===== src/rtl/core/ppu_pkg.sv =====
// ppu_pkg: shared constants, types and helpers for the packed pixel unpacker.
// No dependencies; imported by every module in rtl/core.
`timescale 1ns / 1ps

package ppu_pkg;

  localparam int LANES      = 8;
  localparam int LANE_IW    = 3;
  localparam int PIX_W      = 13;
  localparam int ORIGIN_W   = 12;
  localparam int DIM_W      = 11;
  localparam int CFG_IDX_W  = 3;
  localparam int CFG_DATA_W = 12;

  localparam int DEF_MAX_WIDTH  = 1024;
  localparam int DEF_MAX_HEIGHT = 1024;

  localparam logic [CFG_IDX_W-1:0] CFG_ORIGIN_X   = 3'd0;
  localparam logic [CFG_IDX_W-1:0] CFG_ORIGIN_Y   = 3'd1;
  localparam logic [CFG_IDX_W-1:0] CFG_WIDTH      = 3'd2;
  localparam logic [CFG_IDX_W-1:0] CFG_HEIGHT     = 3'd3;
  localparam logic [CFG_IDX_W-1:0] CFG_DEPTH      = 3'd4;
  localparam logic [CFG_IDX_W-1:0] CFG_BRIGHTNESS = 3'd5;

  localparam logic [1:0] DEPTH_1 = 2'd0;
  localparam logic [1:0] DEPTH_2 = 2'd1;
  localparam logic [1:0] DEPTH_4 = 2'd2;
  localparam logic [1:0] DEPTH_8 = 2'd3;

  typedef struct packed {
    logic       hit;
    logic [7:0] color;
  } lane_res_t;

  // x / 255 for x below 65280
  function automatic logic [7:0] div255(input logic [15:0] x);
    logic [16:0] t;
    t = {1'b0, x} + {9'd0, x[15:8]} + 17'd1;
    return t[15:8];
  endfunction

endpackage


===== src/rtl/core/ppu_lane.sv =====
// ppu_lane: one pixel slot of a byte - level extract, scale, brightness product.
// Depends on ppu_pkg.
`timescale 1ns / 1ps

module ppu_lane
  import ppu_pkg::*;
#(
  parameter int LANE = 0,
  parameter int XW   = 13,
  parameter int WW   = 11
) (
  input  logic          clk,
  input  logic          load,
  input  logic [7:0]    data_byte,
  input  logic [1:0]    depth_log2,
  input  logic [7:0]    brightness,
  input  logic [XW-1:0] x_base,
  input  logic [WW-1:0] width,
  output lane_res_t     res
);

  localparam int I2 = LANE % 4;
  localparam int I4 = LANE % 2;

  logic [7:0]  level_c;
  logic [15:0] prod_nxt;
  logic [15:0] prod_r;
  logic        act_nxt;
  logic        act_r;
  logic [XW-1:0] x;
  logic [3:0]  ppb;
  logic [7:0]  q;

  always_comb begin
    case (depth_log2)
      DEPTH_1: level_c = {8{data_byte[7-(LANE%8)]}};
      DEPTH_2: level_c = {4{data_byte[7-2*I2 -: 2]}};
      DEPTH_4: level_c = {2{data_byte[7-4*I4 -: 4]}};
      DEPTH_8: level_c = data_byte;
      default: level_c = data_byte;
    endcase
  end

  assign ppb      = 4'd8 >> depth_log2;
  assign x        = x_base + XW'(LANE);
  assign act_nxt  = (4'(LANE) < ppb) && (x < XW'(width));
  assign prod_nxt = level_c * brightness;

  always_ff @(posedge clk) begin
    if (load) begin
      prod_r <= prod_nxt;
      act_r  <= act_nxt;
    end
  end

  assign q         = div255(prod_r);
  assign res.hit   = act_r && (q != 8'd0);
  assign res.color = q;

endmodule


===== src/rtl/core/ppu_merge.sv =====
// ppu_merge: collects the lane results of one byte and issues hits one per cycle
// while out_stall is low. Depends on ppu_pkg; fed by the ppu_lane instances.
`timescale 1ns / 1ps

module ppu_merge
  import ppu_pkg::*;
#(
  parameter int XW = 13,
  parameter int RW = 10
) (
  input  logic                        clk,
  input  logic                        rst_n,
  input  logic                        s1_valid,
  input  logic [XW-1:0]               s1_base,
  input  logic [RW-1:0]               s1_row,
  input  lane_res_t [LANES-1:0]       lane_res,
  input  logic [ORIGIN_W-1:0]         origin_x,
  input  logic [ORIGIN_W-1:0]         origin_y,
  output logic                        s1_free,
  output logic                        out_valid,
  input  logic                        out_stall,
  output logic signed [PIX_W-1:0]     out_pixel_x,
  output logic signed [PIX_W-1:0]     out_pixel_y,
  output logic [7:0]                  out_color,
  output logic                        out_last_of_byte
);

  localparam int SX = (XW > PIX_W) ? XW : PIX_W;
  localparam int SY = (RW > PIX_W) ? RW : PIX_W;

  logic [LANES-1:0] mask_r, mask_nxt, new_mask, low_bit;
  logic [7:0]       color_r [LANES];
  logic [XW-1:0]    base_r;
  logic [RW-1:0]    row_r;
  logic [LANE_IW-1:0] idx;
  logic             has, out_load, buf_load;
  logic [SX-1:0]    x_sum;
  logic [SY-1:0]    y_sum;

  logic                    out_valid_r;
  logic [PIX_W-1:0]        pixel_x_r, pixel_y_r;
  logic [7:0]              color_out_r;
  logic                    last_r;

  always_comb begin
    idx = '0;
    for (int i = LANES - 1; i >= 0; i--) begin
      if (mask_r[i]) idx = LANE_IW'(i);
    end
    for (int i = 0; i < LANES; i++) new_mask[i] = lane_res[i].hit;
  end

  assign low_bit  = LANES'(1) << idx;
  assign has      = (mask_r != '0);
  assign out_load = has && (!out_valid_r || !out_stall);
  assign s1_free  = !has || ((mask_r == low_bit) && out_load);
  assign buf_load = s1_valid && s1_free;

  always_comb begin
    mask_nxt = mask_r;
    if (buf_load) begin
      mask_nxt = new_mask;
    end else if (out_load) begin
      mask_nxt = mask_r & ~low_bit;
    end
  end

  assign x_sum = SX'(signed'(origin_x)) + SX'(base_r) + SX'(idx);
  assign y_sum = SY'(signed'(origin_y)) + SY'(row_r);

  always_ff @(posedge clk) begin
    if (!rst_n) begin
      mask_r      <= '0;
      out_valid_r <= 1'b0;
    end else begin
      mask_r <= mask_nxt;
      if (out_load) begin
        out_valid_r <= 1'b1;
      end else if (!out_stall) begin
        out_valid_r <= 1'b0;
      end
    end
  end

  always_ff @(posedge clk) begin
    if (buf_load) begin
      base_r <= s1_base;
      row_r  <= s1_row;
      for (int i = 0; i < LANES; i++) color_r[i] <= lane_res[i].color;
    end
    if (out_load) begin
      pixel_x_r   <= x_sum[PIX_W-1:0];
      pixel_y_r   <= y_sum[PIX_W-1:0];
      color_out_r <= color_r[idx];
      last_r      <= (mask_r == low_bit);
    end
  end

  assign out_valid        = out_valid_r;
  assign out_pixel_x      = signed'(pixel_x_r);
  assign out_pixel_y      = signed'(pixel_y_r);
  assign out_color        = color_out_r;
  assign out_last_of_byte = last_r;

endmodule


===== src/rtl/core/packed_pixel_unpacker.sv =====
// packed_pixel_unpacker: top level - config registers, row/column position, eight
// pixel lanes and the result merger. Depends on ppu_pkg, ppu_lane, ppu_merge.
// Path: an accepted byte is registered in the lanes and s1 registers, then in the
// merger's buffer, then in the output register. Throughput: one pixel per cycle on
// the output while out_stall is low; the input stalls while the merger still holds
// pixels of an earlier byte, limited by the single-pixel output register it feeds.
// Reset: synchronous active-low; position, pipeline valids and config to defaults.
`timescale 1ns / 1ps

module packed_pixel_unpacker
  import ppu_pkg::*;
#(
  parameter int MAX_WIDTH  = DEF_MAX_WIDTH,
  parameter int MAX_HEIGHT = DEF_MAX_HEIGHT
) (
  input  logic                    clk,
  input  logic                    rst_n,
  input  logic                    in_valid,
  output logic                    in_stall,
  input  logic [7:0]              in_data_byte,
  output logic                    out_valid,
  input  logic                    out_stall,
  output logic signed [PIX_W-1:0] out_pixel_x,
  output logic signed [PIX_W-1:0] out_pixel_y,
  output logic [7:0]              out_color,
  output logic                    out_last_of_byte,
  input  logic                    cfg_valid,
  output logic                    cfg_ready,
  input  logic [CFG_IDX_W-1:0]    cfg_index,
  input  logic [CFG_DATA_W-1:0]   cfg_data
);

  localparam int CW = $clog2(MAX_WIDTH);
  localparam int XW = CW + 3;
  localparam int WW = $clog2(MAX_WIDTH + 1);
  localparam int RW = (MAX_HEIGHT > 1) ? $clog2(MAX_HEIGHT) : 1;
  localparam int HW = $clog2(MAX_HEIGHT + 1);
  localparam int KW = (WW + 1 > CW + 1) ? WW + 1 : CW + 1;
  localparam int JW = (HW > RW + 1) ? HW : RW + 1;

  logic [ORIGIN_W-1:0] origin_x_r, origin_y_r;
  logic [DIM_W-1:0]    width_cfg_r, height_cfg_r;
  logic [1:0]          depth_r;
  logic [7:0]          brightness_r;

  logic [CW-1:0] col_r;
  logic [RW-1:0] row_r;
  logic          s1_valid_r;
  logic [XW-1:0] s1_base_r;
  logic [RW-1:0] s1_row_r;

  logic [WW-1:0] width;
  logic [HW-1:0] height;
  logic [KW-1:0] cols;
  logic          row_end, frame_end, accept, s1_free;
  logic [XW-1:0] x_base;
  lane_res_t [LANES-1:0] lane_res;

  assign cfg_ready = 1'b1;

  always_ff @(posedge clk) begin
    if (!rst_n) begin
      origin_x_r   <= '0;
      origin_y_r   <= '0;
      width_cfg_r  <= DIM_W'(1);
      height_cfg_r <= DIM_W'(1);
      depth_r      <= DEPTH_1;
      brightness_r <= 8'd255;
    end else if (cfg_valid) begin
      case (cfg_index)
        CFG_ORIGIN_X:   origin_x_r   <= cfg_data[ORIGIN_W-1:0];
        CFG_ORIGIN_Y:   origin_y_r   <= cfg_data[ORIGIN_W-1:0];
        CFG_WIDTH:      width_cfg_r  <= cfg_data[DIM_W-1:0];
        CFG_HEIGHT:     height_cfg_r <= cfg_data[DIM_W-1:0];
        CFG_DEPTH:      depth_r      <= cfg_data[1:0];
        CFG_BRIGHTNESS: brightness_r <= cfg_data[7:0];
        default: ;
      endcase
    end
  end

  // effective geometry: zero acts as one, oversize clamps to the maximum
  always_comb begin
    if (width_cfg_r == '0) begin
      width = WW'(1);
    end else if (32'(width_cfg_r) > MAX_WIDTH) begin
      width = WW'(MAX_WIDTH);
    end else begin
      width = WW'(width_cfg_r);
    end
    if (height_cfg_r == '0) begin
      height = HW'(1);
    end else if (32'(height_cfg_r) > MAX_HEIGHT) begin
      height = HW'(MAX_HEIGHT);
    end else begin
      height = HW'(height_cfg_r);
    end
  end

  assign cols      = (KW'(width) + (KW'(8 >> depth_r) - KW'(1))) >> (2'd3 - depth_r);
  assign row_end   = (KW'(col_r) + KW'(1)) >= cols;
  assign frame_end = (JW'(row_r) + JW'(1)) >= JW'(height);
  assign x_base    = XW'(col_r) << (2'd3 - depth_r);

  assign in_stall = s1_valid_r && !s1_free;
  assign accept   = in_valid && !in_stall;

  always_ff @(posedge clk) begin
    if (!rst_n) begin
      col_r      <= '0;
      row_r      <= '0;
      s1_valid_r <= 1'b0;
    end else begin
      if (accept) begin
        s1_valid_r <= 1'b1;
        if (row_end) begin
          col_r <= '0;
          row_r <= frame_end ? '0 : row_r + RW'(1);
        end else begin
          col_r <= col_r + CW'(1);
        end
      end else if (s1_free) begin
        s1_valid_r <= 1'b0;
      end
    end
  end

  always_ff @(posedge clk) begin
    if (accept) begin
      s1_base_r <= x_base;
      s1_row_r  <= row_r;
    end
  end

  for (genvar g = 0; g < LANES; g++) begin : g_lane
    ppu_lane #(
      .LANE (g),
      .XW   (XW),
      .WW   (WW)
    ) u_lane (
      .clk        (clk),
      .load       (accept),
      .data_byte  (in_data_byte),
      .depth_log2 (depth_r),
      .brightness (brightness_r),
      .x_base     (x_base),
      .width      (width),
      .res        (lane_res[g])
    );
  end

  ppu_merge #(
    .XW (XW),
    .RW (RW)
  ) u_merge (
    .clk              (clk),
    .rst_n            (rst_n),
    .s1_valid         (s1_valid_r),
    .s1_base          (s1_base_r),
    .s1_row           (s1_row_r),
    .lane_res         (lane_res),
    .origin_x         (origin_x_r),
    .origin_y         (origin_y_r),
    .s1_free          (s1_free),
    .out_valid        (out_valid),
    .out_stall        (out_stall),
    .out_pixel_x      (out_pixel_x),
    .out_pixel_y      (out_pixel_y),
    .out_color        (out_color),
    .out_last_of_byte (out_last_of_byte)
  );

endmodule


===== config.mk =====
export PLATFORM = sky130hd
export DESIGN_NAME = packed_pixel_unpacker
export DESIGN_NICKNAME = d
export VERILOG_FILES = /design/src/rtl/core/ppu_pkg.sv /design/src/rtl/core/ppu_lane.sv /design/src/rtl/core/ppu_merge.sv /design/src/rtl/core/packed_pixel_unpacker.sv
export SDC_FILE = /design/constraint.sdc
export NUM_CORES = 2
export LEC_CHECK = 0
export ABC_AREA = 1
export BUFFER_PORTS_ARGS = -buffer_cell sky130_fd_sc_hd__buf_2
export CAP_MARGIN = 20
export CORE_MARGIN = 1
export CORE_UTILIZATION = 40
export DETAILED_ROUTE_END_ITERATION = 8
export PLACE_DENSITY = 0.63
export RECOVER_POWER = 25
export SLEW_MARGIN = 0
export SYNTH_ARGS = -nofsm -noshare
export SYNTH_HDL_FRONTEND = slang
export SYNTH_SLANG_ARGS = --single-unit

===== constraint.sdc =====
create_clock -name clk -period 10.8 [get_ports clk]
set_input_delay 1.62 -clock clk [delete_from_list [all_inputs] [get_ports clk]]
set_output_delay 1.62 -clock clk [all_outputs]
set_load 0.005 [all_outputs]

==> run metrics <==
summed negative setup slack over all endpoints 0 ps; Async SR Flop Fraction 0%; clock tree from TritonCTS built; worst-case clock buffer depth 3; final number of max-transition violations 141; area of the placeable core 0.09685 mm^2; number of setup violations in the final report 0; Max Clk Rate 0.1224 GHz; Critical Setup Path Class flop to flop; Clock Pin Slew Worst Setup and Hold Paths roughly 70 ps; sinks on the clock net 367; Total Power Consumption around 14 mW; synth cell count leaders 1045 x sky130_fd_sc_hd__nand2_1, 927 x sky130_fd_sc_hd__inv_1, 608 x sky130_fd_sc_hd__nor2_1; met3 routed WL ~6.5 mm; maximum number of pins on one net before global-route repair slightly above 90; count leader, synth sky130_fd_sc_hd__nand2_1; final worst-path cycle share 75.67%; number of standard-cell rows in the floorplan around 110; CP delay by family, top buffers and inverters; unrepaired setup endpoints after global routing false; post-route ant nets 0; # diodes 0; total number of H-tree levels 2; remaining routing DRC violations 10; Cell Pwr Density around 340 mW/mm^2; post_cts resized 0; area of the mapped netlist 0.03921 mm^2; worst hold margin 418.0 ps; Hold Path Origin s1_base_r[5]; filler cell count 9629; net count of the finished layout a little under 6000; maximum VDD drop 0.0001955 V; WP data required 11140 ps; fraction of layout cells with a size suffix above 1 4.319%; worst setup slack before clock tree synthesis 3890 ps; critical path buffer and inverter count 7; timing startpoint of the critical path depth_r[0]; number of synthesis warnings 0; outcome complete, but fails checks; routed wire length per instance 16.39 um; area used by sequential logic in the layout 0.01016 mm^2; vias per cell 5.068; total detailed-routing wirelength approximately 100 mm; number of cells in the finished layout apart from fillers 6277; number of buffers inserted by port buffering 64; Yosys top cell area share between 20 and 25%; post-CTS setup buffers 0; number of global-route vias before repair about 32000; post-synthesis instance total 4926; hold violation count in the final report 0; amount of wire on met2 after detailed routing 47.02 mm; Critical Path Sink Type flop; syn avg cell area approximately 8 um^2; global-route wire length before repair 166.3 mm; slew at the pin closest to its max-slew limit 3119 ps; cell leakage power 21.81 nW; die width 315.1 um; worst endpoint data arrival time ~8500 ps; fraction of the core area covered by cells at the end of the flow 43.72%; number of top-level design ports 66; Max FO, Critical Path 44; relative area change from synthesis to final layout 7.986%; global route total overflow 0; number of enable flip-flop cells after synthesis between 200 and 300; metal1 wirelength 45.64 mm; fraction of the yosys area taken by sequential cells between 20 and 30%; number of nets in the synthesized netlist 5752; first-pass detailed-route iteration total 7; Via Count 31810; uppermost layer routed met5; post-placement cell area 0.04096 mm^2; failing checks design-rule violations, max-capacitance violations, max-slew violations; die footprint roughly 0.1 mm^2; floorplan die height 315.1 um; starting utilization of the core area between 40% and 50%; post-route cell area 0.04235 mm^2; post-synth cell types 57; placer congestion estimate roughly 0.97; Clock Latency Late Sink slightly above 600 ps; number of buffers created by CTS 44; category of the worst setup path launch point flop; FF-to-FF Start depth_r[0]; antenna violations before repair 2; clock period minus worst slack about 8200 ps; Post-Route Skew between 30 and 40 ps; classification of the worst-slack hold path flop to flop; placed insts 6199; top cells by area, synth sky130_fd_sc_hd__edfxtp_1 22%, sky130_fd_sc_hd__ha_1 16%, sky130_fd_sc_hd__fa_1 15%; combined global-route utilization of all metal layers 21.09%; cell taking the most area after synthesis sky130_fd_sc_hd__edfxtp_1; hold buffer count at CTS 0; Initial DRC Count 2106; clock root buffer sky130_fd_sc_hd__clkbuf_16; HPWL after detailed placement 79.62 mm; final setup slack of the worst path between 2000 and 3000 ps; Slowest cell on crit path sky130_fd_sc_hd__clkbuf_1; count of state elements after synthesis 367; most instantiated flip-flop cell in the synthesis netlist sky130_fd_sc_hd__edfxtp_1; count of max-cap constraint violations 4; area used by multi-input combinational logic 0.02504 mm^2; crit-path max cell delay 1560 ps; max_slew headroom -107.9%
routing by layer:
layer | vias to the layer above | track usage (%)
li1 | 15720 | -
met1 | 15080 | 27.73
met2 | 838 | 35.11
met3 | 171 | 3.447
met4 | 2 | 6.984
met5 | - | 0
cells by family after synthesis:
kind of cell / synth area share, %
flip-flops: 25.91
buffers and inverters: 10.13
multiplexers: 0.05105
AND/OR/NAND/NOR: 20.47
AO/OA/AOI/OAI: 8.053
adder cells (fa/ha/maj): 31.09
other: 0.009563
XOR/XNOR: 4.282
worst paths after layout:
path | end | slack (ps) | cells after the start
min | u_merge.base_r[5] | 420 | 0
min reg2reg | u_merge.base_r[5] | 420 | 0
max reg2reg | g_lane[4].u_lane.prod_r[14] | 2630 | 25
max | g_lane[4].u_lane.prod_r[14] | 2630 | 25
report_power, final:
group / switching (mW) / internal, mW
sequential: 0.310 / 2.69
clock: 0.649 / 0.842
combinational: 5.92 / 3.78
registers in the layout, indices dropped and copies added, names as in the netlist, 11 cells and up:
name                  cells
width_cfg_r              11
u_merge.base_r           13
origin_y_r               12
s1_base_r                13
u_merge.color_r          64
g_lane.u_lane.prod_r    128
u_merge.out_pixel_x      13
u_merge.out_pixel_y      13
origin_x_r               12
height_cfg_r             11
layout by cell type, fill, tap and decap left out, types with 7 or more instances in the layout:
master,count
sky130_fd_sc_hd__nand2_1,1045
sky130_fd_sc_hd__clkinv_1,8
sky130_fd_sc_hd__buf_4,29
sky130_fd_sc_hd__a211oi_1,14
sky130_fd_sc_hd__fa_1,294
sky130_fd_sc_hd__o21bai_1,21
sky130_fd_sc_hd__nand3_1,144
sky130_fd_sc_hd__inv_2,9
sky130_fd_sc_hd__o22ai_1,10
sky130_fd_sc_hd__nand4_1,53
sky130_fd_sc_hd__clkinv_2,11
sky130_fd_sc_hd__edfxtp_1,281
sky130_fd_sc_hd__ha_1,504
sky130_fd_sc_hd__a31oi_1,14
sky130_fd_sc_hd__o21ai_0,161
sky130_fd_sc_hd__clkbuf_16,45
sky130_fd_sc_hd__o211ai_1,13
sky130_fd_sc_hd__xnor2_1,49
sky130_fd_sc_hd__nand3b_1,25
sky130_fd_sc_hd__a21o_1,27
sky130_fd_sc_hd__buf_2,63
sky130_fd_sc_hd__nor2_1,608
sky130_fd_sc_hd__a21boi_0,9
sky130_fd_sc_hd__or2_2,9
sky130_fd_sc_hd__a21oi_1,259
sky130_fd_sc_hd__nor2_2,7
sky130_fd_sc_hd__o221ai_1,7
sky130_fd_sc_hd__inv_1,926
sky130_fd_sc_hd__nor4_1,13
sky130_fd_sc_hd__clkbuf_1,10
sky130_fd_sc_hd__nor3_1,44
sky130_fd_sc_hd__xor2_1,139
sky130_fd_sc_hd__dfxtp_1,82
area by class of cell:
cell class,instances,area share (%)
clock buffer,54,2.810
timing repair buffer,96,1.294
sequential,367,24.00
clock inverter,24,0.5732
multi-input combinational,3515,59.14
tap,1276,3.770
inverter,945,8.406
(Power assumes the default switching activity.)
